### config.mk
export PLATFORM = sky130hd
export DESIGN_NAME = hse_front
export DESIGN_NICKNAME = d
export VERILOG_FILES = /design/src/hse_pkg.sv /design/src/hse_front.sv
export VERILOG_INCLUDE_DIRS = /design/src /design/src/src
export SDC_FILE = /design/constraint.sdc
export NUM_CORES = 1
export LEC_CHECK = 0
export ABC_AREA = 1
export BUFFER_PORTS_ARGS = -buffer_cell sky130_fd_sc_hd__buf_2
export CORE_MARGIN = 8
export CORE_UTILIZATION = 56
export DETAILED_ROUTE_END_ITERATION = 10
export GPL_TIMING_DRIVEN = 0
export HOLD_SLACK_MARGIN = 0.06
export PLACE_DENSITY_LB_ADDON = 0.15
export SLEW_MARGIN = 20
export SYNTH_ARGS = -nofsm -noshare
export SYNTH_HDL_FRONTEND = slang
export SYNTH_SLANG_ARGS = --single-unit
### constraint.sdc
create_clock -name clk -period 2.2 [get_ports clk]
set_input_delay 0.11 -clock clk [delete_from_list [all_inputs] [get_ports clk]]
set_output_delay 0.11 -clock clk [all_outputs]
set_load 0.1 [all_outputs]
### src/hmac_sha256_engine_unit_defines.svh
// Assertion helpers shared by the engine modules
`ifndef HMAC_SHA256_ENGINE_UNIT_DEFINES_SVH
`define HMAC_SHA256_ENGINE_UNIT_DEFINES_SVH

// Check an implication on every clock edge outside reset
`define HSE_ASSERT(label, clk, rst_n, prop, msg) \
  label: assert property (@(posedge clk) disable iff (!rst_n) (prop)) else $error(msg);

// Check an implication including the reset cycles
`define HSE_ASSERT_ALWAYS(label, clk, prop, msg) \
  label: assert property (@(posedge clk) (prop)) else $error(msg);

`endif

### src/hse_pkg.sv
`default_nettype none
package hse_pkg;

  localparam int KEY_BYTES_DEF = 32;
  localparam int KEY_REGS = 4;
  localparam int CFG_IDX_W = 2;
  localparam int FIFO_DEPTH = 4;

  localparam logic [7:0] IPAD = 8'h36;
  localparam logic [7:0] OPAD = 8'h5c;
  localparam logic [7:0] PAD_BYTE = 8'h80;

  typedef struct packed {
    logic [7:0] msg_byte;
    logic       last_byte;
  } in_item_t;

  typedef struct packed {
    logic [7:0] digest_byte;
    logic       digest_last;
  } out_item_t;

  // Front-to-back queue entry: a byte, its last mark and a first-of-message mark
  typedef struct packed {
    logic [7:0] data;
    logic       last;
    logic       first;
  } q_item_t;

  typedef logic [31:0] word_t;
  typedef logic [7:0][31:0] hash_t;
  typedef logic [15:0][31:0] block_t;

  typedef enum logic [CFG_IDX_W-1:0] {
    REG_KEY0 = 2'd0,
    REG_KEY1 = 2'd1,
    REG_KEY2 = 2'd2,
    REG_KEY3 = 2'd3
  } reg_idx_t;

  localparam hash_t INIT_H = {
    32'h5be0cd19, 32'h1f83d9ab, 32'h9b05688c, 32'h510e527f,
    32'ha54ff53a, 32'h3c6ef372, 32'hbb67ae85, 32'h6a09e667
  };

  function automatic word_t round_k(input logic [5:0] i);
    word_t k;
    unique case (i)
      6'd0: k = 32'h428a2f98; 6'd1: k = 32'h71374491; 6'd2: k = 32'hb5c0fbcf;
      6'd3: k = 32'he9b5dba5; 6'd4: k = 32'h3956c25b; 6'd5: k = 32'h59f111f1;
      6'd6: k = 32'h923f82a4; 6'd7: k = 32'hab1c5ed5; 6'd8: k = 32'hd807aa98;
      6'd9: k = 32'h12835b01; 6'd10: k = 32'h243185be; 6'd11: k = 32'h550c7dc3;
      6'd12: k = 32'h72be5d74; 6'd13: k = 32'h80deb1fe; 6'd14: k = 32'h9bdc06a7;
      6'd15: k = 32'hc19bf174; 6'd16: k = 32'he49b69c1; 6'd17: k = 32'hefbe4786;
      6'd18: k = 32'h0fc19dc6; 6'd19: k = 32'h240ca1cc; 6'd20: k = 32'h2de92c6f;
      6'd21: k = 32'h4a7484aa; 6'd22: k = 32'h5cb0a9dc; 6'd23: k = 32'h76f988da;
      6'd24: k = 32'h983e5152; 6'd25: k = 32'ha831c66d; 6'd26: k = 32'hb00327c8;
      6'd27: k = 32'hbf597fc7; 6'd28: k = 32'hc6e00bf3; 6'd29: k = 32'hd5a79147;
      6'd30: k = 32'h06ca6351; 6'd31: k = 32'h14292967; 6'd32: k = 32'h27b70a85;
      6'd33: k = 32'h2e1b2138; 6'd34: k = 32'h4d2c6dfc; 6'd35: k = 32'h53380d13;
      6'd36: k = 32'h650a7354; 6'd37: k = 32'h766a0abb; 6'd38: k = 32'h81c2c92e;
      6'd39: k = 32'h92722c85; 6'd40: k = 32'ha2bfe8a1; 6'd41: k = 32'ha81a664b;
      6'd42: k = 32'hc24b8b70; 6'd43: k = 32'hc76c51a3; 6'd44: k = 32'hd192e819;
      6'd45: k = 32'hd6990624; 6'd46: k = 32'hf40e3585; 6'd47: k = 32'h106aa070;
      6'd48: k = 32'h19a4c116; 6'd49: k = 32'h1e376c08; 6'd50: k = 32'h2748774c;
      6'd51: k = 32'h34b0bcb5; 6'd52: k = 32'h391c0cb3; 6'd53: k = 32'h4ed8aa4a;
      6'd54: k = 32'h5b9cca4f; 6'd55: k = 32'h682e6ff3; 6'd56: k = 32'h748f82ee;
      6'd57: k = 32'h78a5636f; 6'd58: k = 32'h84c87814; 6'd59: k = 32'h8cc70208;
      6'd60: k = 32'h90befffa; 6'd61: k = 32'ha4506ceb; 6'd62: k = 32'hbef9a3f7;
      default: k = 32'hc67178f2;
    endcase
    return k;
  endfunction

  function automatic word_t rotr(input word_t x, input int n);
    return (x >> n) | (x << (32 - n));
  endfunction

endpackage
`default_nettype wire

### src/hse_front.sv
`default_nettype none
`include "hmac_sha256_engine_unit_defines.svh"
// Accepts message bytes, tags the first byte of each message, queues them
module hse_front (
  input  wire logic             clk,
  input  wire logic             rst_n,
  input  wire logic             in_valid,
  output logic                  in_ready,
  input  wire hse_pkg::in_item_t in_data,
  output logic                  q_valid,
  input  wire logic             q_ready,
  output hse_pkg::q_item_t      q_data
);
  localparam int DEPTH = hse_pkg::FIFO_DEPTH;
  localparam int AW = $clog2(DEPTH);

  hse_pkg::q_item_t mem_r [DEPTH];
  logic [AW-1:0] wp_r, rp_r;
  logic [AW:0]   cnt_r;
  logic          first_r;
  logic          push, pop;

  assign in_ready = (cnt_r != DEPTH[AW:0]);
  assign q_valid  = (cnt_r != '0);
  assign q_data   = mem_r[rp_r];
  assign push = in_valid && in_ready;
  assign pop  = q_valid && q_ready;

  always_ff @(posedge clk) begin
    if (push) begin
      mem_r[wp_r] <= '{data: in_data.msg_byte, last: in_data.last_byte, first: first_r};
    end
    if (!rst_n) begin
      wp_r <= '0;
      rp_r <= '0;
      cnt_r <= '0;
      first_r <= 1'b1;
    end else begin
      if (push) begin
        wp_r <= wp_r + 1'b1;
        first_r <= in_data.last_byte;
      end
      if (pop) rp_r <= rp_r + 1'b1;
      cnt_r <= cnt_r + {{AW{1'b0}}, push} - {{AW{1'b0}}, pop};
    end
  end

  `HSE_ASSERT(a_no_overflow, clk, rst_n, cnt_r <= DEPTH[AW:0], "queue overflow")
  `HSE_ASSERT(a_pop_nonempty, clk, rst_n, pop |-> cnt_r != '0, "pop from empty queue")
  `HSE_ASSERT(a_cnt_track, clk, rst_n, (push && !pop) |=> cnt_r == $past(cnt_r) + 1'b1,
              "queue count lost a push")
endmodule
`default_nettype wire

* After elaboration in Yosys (flattened, before gate mapping)
Memory sizes are Yosys's and may differ from the RTL's. A register that Yosys moved wholly into a read port is not among the register bits. Cells that the tools add are included.
Word-level totals: register bits 8, memories kept 1, bits in writable memories 40
Operators by class: muxes and demuxes 4, reductions and logical operators 3, equality and inequality tests 1, $add $sub $neg 4
Memory list:
- mem_r | words 4, width 10, read ports 1, clocked after Yosys merged registers in 1, wr ports 1, RTL line hse_front.sv:17 | hse_pkg::q_item_t mem_r [DEPTH];
Operators with widths (number):
- adder 2 x 1 -> 2 bit, second input constant | 2
- 2-to-1 mux 2 bit | 2
- adder 3 x 1 -> 3 bit | 1
- inequality test 3 bit, second input constant | 1
- nonzero test 3 bit | 1
- subtractor 3 x 1 -> 3 bit | 1
- logical AND 1 bit | 2
- 2-to-1 mux 1 bit | 2

* Logic depth before layout (Yosys ltp)
Gate-level depths: netlist of run 1.
depth after elaboration 4, gate-level depth with buffers 12

* Worst setup path after synthesis of run 1
No wires, ideal clock.
path type register to output, start point register with a tool-made name, end point output port q_data[0] in the netlist's numbering, path slack -47 ps, stages on the path, launching flop included 5, data arrival time 2137 ps, required time 2090 ps, path through dfxtp_1 -> inv_1 -> clkbuf_1 -> o21ai_0 -> o22ai_1
RTL lines:
- end: declaration | RTL line hse_front.sv:12 | output hse_pkg::q_item_t q_data

==> qor.yml, run 1 <==
route:
  num_vias: 1322
  avgViaCountPerCell: 5.14
  postRouteAntennaNets: 0
  drc: 0
  drt-pass1-iter-count: 4
  wl_per_cell_um: 15.2
  drt_iter0_markers: 93
  wirelength_um: 3910
synthesis:
  yosysTopAreaCellShare_pct: 59.5
  synth_area_leader_cell: "edfxtp_1"
  ys_warn_count: 0
  synthDistinctLibCells: 20
  seq_area_frac_synth_pct: 69.4
  syn_area_per_cell_sq_um: 12.1
  ys_top_cells_by_area: "edfxtp_1 (60%), dfxtp_1 (9.9%), nor2_1 (5.4%)"
  netlist_instances: 167
  syn_area_sq_um: 2020
  ys_ff_latch: 50
  syn_nets: 187
worst_setup_path:
  r2r-end: "cnt_r[1]$_SDFF_PN0_"
  r2r_setup_slack_ns: 0.26
  crit_required_ns: 2.09
  critical_path.max_stage_delay_ns: 0.45
  cp.arrival_ns: 1.93
  endpoint_kind: "primary output"
  cp-start-kind: "flop"
  crit_chain: "clkbuf_1 -> o21ai_0 -> o22ai_2 -> buf_2"
  worst-setup-path-type: "reg -> out"
  cp_max_fo: 10
  r2r_start: "cnt_r[1]$_SDFF_PN0_"
  crit_slowest_cell: "buf_2"
  worstRegToRegCells: 9
pwr:
  clkPwrFrac_pct: 11.7
  power.leakage_nw: 0.925
  pwr-share-seq_pct: 38.2
  pwr-share-comb_pct: 50.1
  ir_worst_vdd_mv: 1.04
  p_switching_mw: 1.61
  power_density_nw_per_um2: 1330
  internal-power_mw: 1.60
  swShare_pct: 50.2
global_routing:
  grt_max_degree: 16
  grt_pass1_wl_um: 6350
  grt_pass1_vias: 1395
  antenna_found_initial: 0
  track_usage_pct: 13.6
  grt_overflow: 0
place:
  placed_cell_area_sq_um: 2270
  place.gp.congestion: 0.700
  dp_hpwl_um: 2640
  port_buffers: 24
sta:
  period_share_pct: 92.6
  finalMaxSlewViolations: 0
  finClkSkew_ns: 0.0185
  setup_viol_count_final: 0
  fin_tns_setup_ns: 0
  layout_min_cycle_time_ns: 2.04
  relSlewSlack_pct: 33.5
  max_freq_mhz: 491
  hold_viol: 0
  rsz0062_at_grt: "false"
  worst_pin_slew_ns: 0.995
hold_path:
  hold_path_end: "rp_r[1]$_SDFFE_PN0P_"
  hold_depth: 3
  hp-class: "in -> reg"
  worstHoldStart: "q_ready"
clock_network:
  root_buffer: "clkbuf_4"
  cts_tree: "done"
  clock_latency_ns: 0.35
  cts_buffer_depth: 2
  cts_buffers: 5
  cts_resized: 0
  cts_htree_levels: 2
  numClockSinks: 50
  clkTransAtPathRegs_ns: 0.13
flow_run:
  maxCapViolCount: 0
cells_and_area:
  nNetsFinal: 228
  final_area_sq_um: 2420
  diodes: 0
  n_fill_cell: 262
  drive_gt1_share_pct: 25.4
  area_delta_synth_final_pct: 19.8
floorplan:
  coreArea_sq_um: 3550
  rows: 22
  initial_core_util_pct: 56.8
  ios: 25
  die_area_sq_um: 5780
  die_y_um: 76.0
  dieWidth_um: 76.0
outcome:
  status: "completed"
[timing repair]
action / CTS / global route
endpoints found under the setup margin: 0 / 0
hold endpoints to repair: 41 / 0
hold buffers: 10 / 0
setup buffers: 0 / 0
[per-stage QoR]
stage | utilization (%) | hold WS, ns | setup WS [ns] | total power, mW | cells
after detailed placement | 63.8 | 0.328 | 0.276 | 2.86 | 239
after global routing | 68.1 | 0.0861 | 0.0546 | 3.37 | 257
after floorplan | - | 0.194 | 0.156 | 2.57 | 167
after global placement | 63.8 | 0.319 | 0.327 | 2.81 | 239
final | 68.1 | 0.0814 | 0.162 | 3.21 | 257
after CTS | 68.1 | 0.0681 | 0.150 | 3.24 | 257
[power groups by stage]
stage                     Clock [mW]  Sequential (mW)  Combinational (mW)
after CTS                      0.386             1.23                1.62
after detailed placement           0             1.25                1.61
final                          0.376             1.23                1.61
after global placement             0             1.24                1.57
after global routing           0.419             1.24                1.71
after floorplan                    0             1.23                1.34
[how the worst max path moves through the flow]
stage               slack (ns)                   to  cells past startpoint           startpoint
finish                    0.16            q_data[6]                      4                 flop
global route              0.05            q_data[7]                      4                 flop
CTS                       0.15            q_data[6]                      4                 flop
detailed placement        0.28  cnt_r[2]$_SDFF_PN0_                     11  cnt_r[1]$_SDFF_PN0_
global placement          0.33  cnt_r[2]$_SDFF_PN0_                     10  cnt_r[1]$_SDFF_PN0_
floorplan                 0.16  cnt_r[2]$_SDFF_PN0_                     10  cnt_r[1]$_SDFF_PN0_
[layer usage]
| metal | part of all wire, % | GRT usage [%] | wire (um) | vias to the layer above |
|---|---|---|---|---|
| li1 | - | - | - | 661 |
| met1 | 41 | 13.1 | 1610 | 631 |
| met2 | 54 | 26.7 | 2120 | 28 |
| met3 | 4.0 | 3.18 | 157 | 2 |
| met4 | 0.38 | 5.49 | 15 | 0 |
| met5 | 0 | 0 | 0 | - |
[cell families after synthesis]
logic type / count (synthesis) / share of synthesized area (%)
compound gates: 33 / 8.80
flops: 50 / 69.4
buf+inv: 22 / 4.28
fa+ha+maj: 7 / 4.71
simple gates: 55 / 12.8
[cell usage in the layout (no fill, tap or decap)]
cell type       n
a21oi_1         3
buf_2          26
clkbuf_1        3
clkbuf_2        1
clkbuf_4        5
clkinv_2        2
dfxtp_1        10
dlygate4sd3_1  10
edfxtp_1       40
fa_1            1
ha_1            6
inv_1          16
inv_2           1
nand2_1        12
nand2_2         3
nand2_4         2
nand2_8         1
nand3_1         6
nor2_1         29
nor2_2          1
nor2_4          1
o21ai_0        20
o22ai_2        10
[sequential cells by signal (all words and copies together), names as in the netlist, named ones only]
signal,count
cnt_r,3
first_r,1
mem_r,40
rp_r,2
wp_r,2
[worst max-delay path, delay by kind of cell (launching register included)]
| family | cells | cell delay, ns |
|---|---|---|
| buffers and inverters | 2 | 0.83 |
| DFF | 1 | 0.35 |
| AOI/OAI and AO/OA | 2 | 0.40 |
[layout make-up]
type                    count  area [sq um]  area share, %
flip-flops and latches     50          1400           58.0
multi-input cells          95           598           24.7
repair buffers             34           220           9.11
inverters                  17          63.8           2.64
well taps                  48          60.1           2.48
clock buffers               6          41.3           1.71
plain buffers               5          22.5          0.932
clock inverters             2          10.0          0.414
[cell usage after synthesis]
cell / instances
edfxtp_1: 40
nor2_1: 29
o21ai_0: 20
inv_1: 16
nand2_1: 12
dfxtp_1: 10
o22ai_1: 10
ha_1: 6
nand3_1: 6
nand2_2: 4
a21oi_1: 3
buf_2: 2
clkbuf_1: 2
clkbuf_2: 1
fa_1: 1
inv_2: 1
nand2_4: 1
nand2_8: 1
nor2_2: 1
nor2_4: 1
(Power assumes the default switching activity.)
==> run 2: changes to the inputs <==
==> constraint.sdc (replaced) <==
create_clock -name clk -period 2.1 [get_ports clk]
set_input_delay 0.105 -clock clk [delete_from_list [all_inputs] [get_ports clk]]
set_output_delay 0.105 -clock clk [all_outputs]
set_load 0.05 [all_outputs]
==> qor.yml, run 2 (synthesized netlist as in run 1, its figures left out) <==
clock_network:
  cts_buffers: 5  # unchanged
  root_buffer: "clkbuf_4"
  cts_buffer_depth: 2  # unchanged
  cts_tree: "done"
  clkTransAtPathRegs_ns: 0.12  # about the same
  post_cts_buffers: 0  # unchanged
  cts_htree_levels: 2  # unchanged
  numClockSinks: 50  # unchanged
  clock_latency_ns: 0.35  # about the same
worst_setup_path:
  worst-setup-path-type: "reg -> reg"
  cp.arrival_ns: 2.19  # +0.26 ns
  crit_chain: "nor2_4 -> nand2_2 -> nand2_2 -> inv_2 -> ha_1 -> inv_1 -> ha_1 -> inv_1 -> fa_1 -> nor2_1 -> nor2_1"
  endpoint_kind: "flop"
  crit_required_ns: 2.36  # +0.27 ns
  critical_path.max_stage_delay_ns: 0.42  # -0.03 ns
  cp_max_fo: 4  # -6
  worstRegToRegCells: 11  # +2
  crit_slowest_cell: "fa_1"
  cp-start-kind: "flop"
  r2r_setup_slack_ns: 0.17  # -0.09 ns
floorplan:
  coreArea_sq_um: 3550  # unchanged
  rows: 22  # unchanged
  dieWidth_um: 76.0  # unchanged
  die_area_sq_um: 5780  # unchanged
  ios: 25  # unchanged
  initial_core_util_pct: 56.8  # unchanged
  die_y_um: 76.0  # unchanged
sta:
  rsz0062_at_grt: "false"
  finClkSkew_ns: 0.0111  # -0.00740 ns
  hold_viol: 0  # unchanged
  relSlewSlack_pct: 36.1  # +2.6 points
  layout_min_cycle_time_ns: 1.93
  period_share_pct: 91.8
  setup_viol_count_final: 0  # unchanged
  fin_tns_setup_ns: 0  # unchanged
  worst_pin_slew_ns: 0.955  # -0.0395 ns
  finalMaxSlewViolations: 0  # unchanged
  max_freq_mhz: 519
hold_path:
  hold_depth: 3  # unchanged
  hp-class: "in -> reg"
global_routing:
  antenna_found_initial: 0  # unchanged
  track_usage_pct: 14.3  # +0.70 points
  grt_pass1_wl_um: 6590  # +3.7%
  grt_max_degree: 16  # unchanged
  grt_pass1_vias: 1439  # +3.2%
  grt_overflow: 0  # unchanged
outcome:
  status: "completed"
cells_and_area:
  largest_reg_flops: 40  # unchanged
  most-common-layout-cells: "edfxtp_1 (40), nor2_1 (29), buf_2 (26)"
  area_delta_synth_final_pct: 17.7
  drive_gt1_share_pct: 20.9  # -4.5 points
  final_common_cell: "edfxtp_1"
  nNetsFinal: 230  # +0.88%
  diodes: 0  # unchanged
  top_regs: "mem_r: 40 flops, cnt_r: 3 flops"
  final_area_sq_um: 2370  # -1.8%
  top_register: "mem_r"
  instances_no_fill: 259  # +0.78%
route:
  drc: 0  # unchanged
  postRouteAntennaNets: 0  # unchanged
  drt-pass1-iter-count: 4  # unchanged
  num_vias: 1351  # +2.2%
  avgViaCountPerCell: 5.22  # +1.4%
  wl_per_cell_um: 15.1  # -0.47%
  wirelength_um: 3920  # +0.31%
  drt_iter0_markers: 74  # -20%
flow_run:
  maxCapViolCount: 0  # unchanged
pwr:
  ir_worst_vdd_mv: 0.631  # -39%
  power_density_nw_per_um2: 1210  # -8.9%
  internal-power_mw: 1.65  # +3.3%
  swShare_pct: 42.5  # -7.7 points
  clkPwrFrac_pct: 14.1  # +2.4 points
  pwr-share-seq_pct: 44.8  # +6.6 points
  pwr-share-comb_pct: 41.1  # -9.0 points
  p_switching_mw: 1.22  # -24%
  power.leakage_nw: 0.909  # -1.8%
place:
  port_buffers: 24  # unchanged
  dp_hpwl_um: 2610  # -1.2%
  place_inst: 239  # unchanged
  place.gp.congestion: 0.710  # +1.5%
  placed_cell_area_sq_um: 2200  # -3.0%
-- run 2: cell type report --
| cell class | count | area (sq um) |
|---|---|---|
| clock buffer | 6 | 41.3 |
| clock inverter | 2 | 13.8 |
| multi-input combinational | 95 | 531 |
| tap | 48 | 60.1 |
| inverter | 17 | 63.8 |
| buffer | 5 | 22.5 |
| sequential | 50 | 1400 |
| timing repair buffer | 36 | 240 |
| fill | 263 | 1180 |
-- run 2: final timing paths --
| kind | start | endpoint |
|---|---|---|
| worst min-delay path | in_valid | wp_r[1]$_SDFFE_PN0P_ |
| worst max-delay path | cnt_r[1]$_SDFF_PN0_ | cnt_r[2]$_SDFF_PN0_ |
| worst min register to register | wp_r[0]$_SDFFE_PN0P_ | wp_r[0]$_SDFFE_PN0P_ |
| worst max register to register | cnt_r[1]$_SDFF_PN0_ | cnt_r[2]$_SDFF_PN0_ |
-- run 2: metal layers --
layer	wire length, um	vias up	global-route usage, %
met5	0	-	0
met4	78	0	6.67
met3	219	10	4.36
met2	2080	46	26.0
met1	1540	631	14.5
li1	-	664	-
-- run 2: worst max-delay path, delay by kind of cell (launching register included) --
kind | cells | cell delay (ns)
adder cells (fa/ha/maj) | 3 | 0.81
buffers and inverters | 3 | 0.16
flip-flops | 1 | 0.38
AND/OR/NAND/NOR | 5 | 0.49
-- run 2: power by group through the flow --
stage	Sequential [mW]	Combinational (mW)	Clock, mW
floorplan	1.29	0.892	0
global placement	1.30	1.13	0
detailed placement	1.31	1.17	0
CTS	1.29	1.20	0.414
global route	1.30	1.29	0.451
finish	1.29	1.18	0.404
-- run 2: what timing repair did --
action / in CTS / in global routing
hold endpoints to repair: 43 / 0
endpoints found under the setup margin: 0 / 1
hold buffers: 12 / 0
gates resized for setup: 0 / 1
-- run 2: stage by stage --
stage	power [mW]	hold WS (ns)	utilization [%]	setup WS, ns
4_1_cts	2.90	0.0786	66.8	0.107
5_1_grt	3.05	0.0779	66.9	0.0398
3_3_place_gp	2.43	0.313	61.9	0.224
6_report	2.87	0.0877	66.9	0.172
2_1_floorplan	2.18	0.189	-	0.0915
3_5_place_dp	2.48	0.324	61.9	0.126
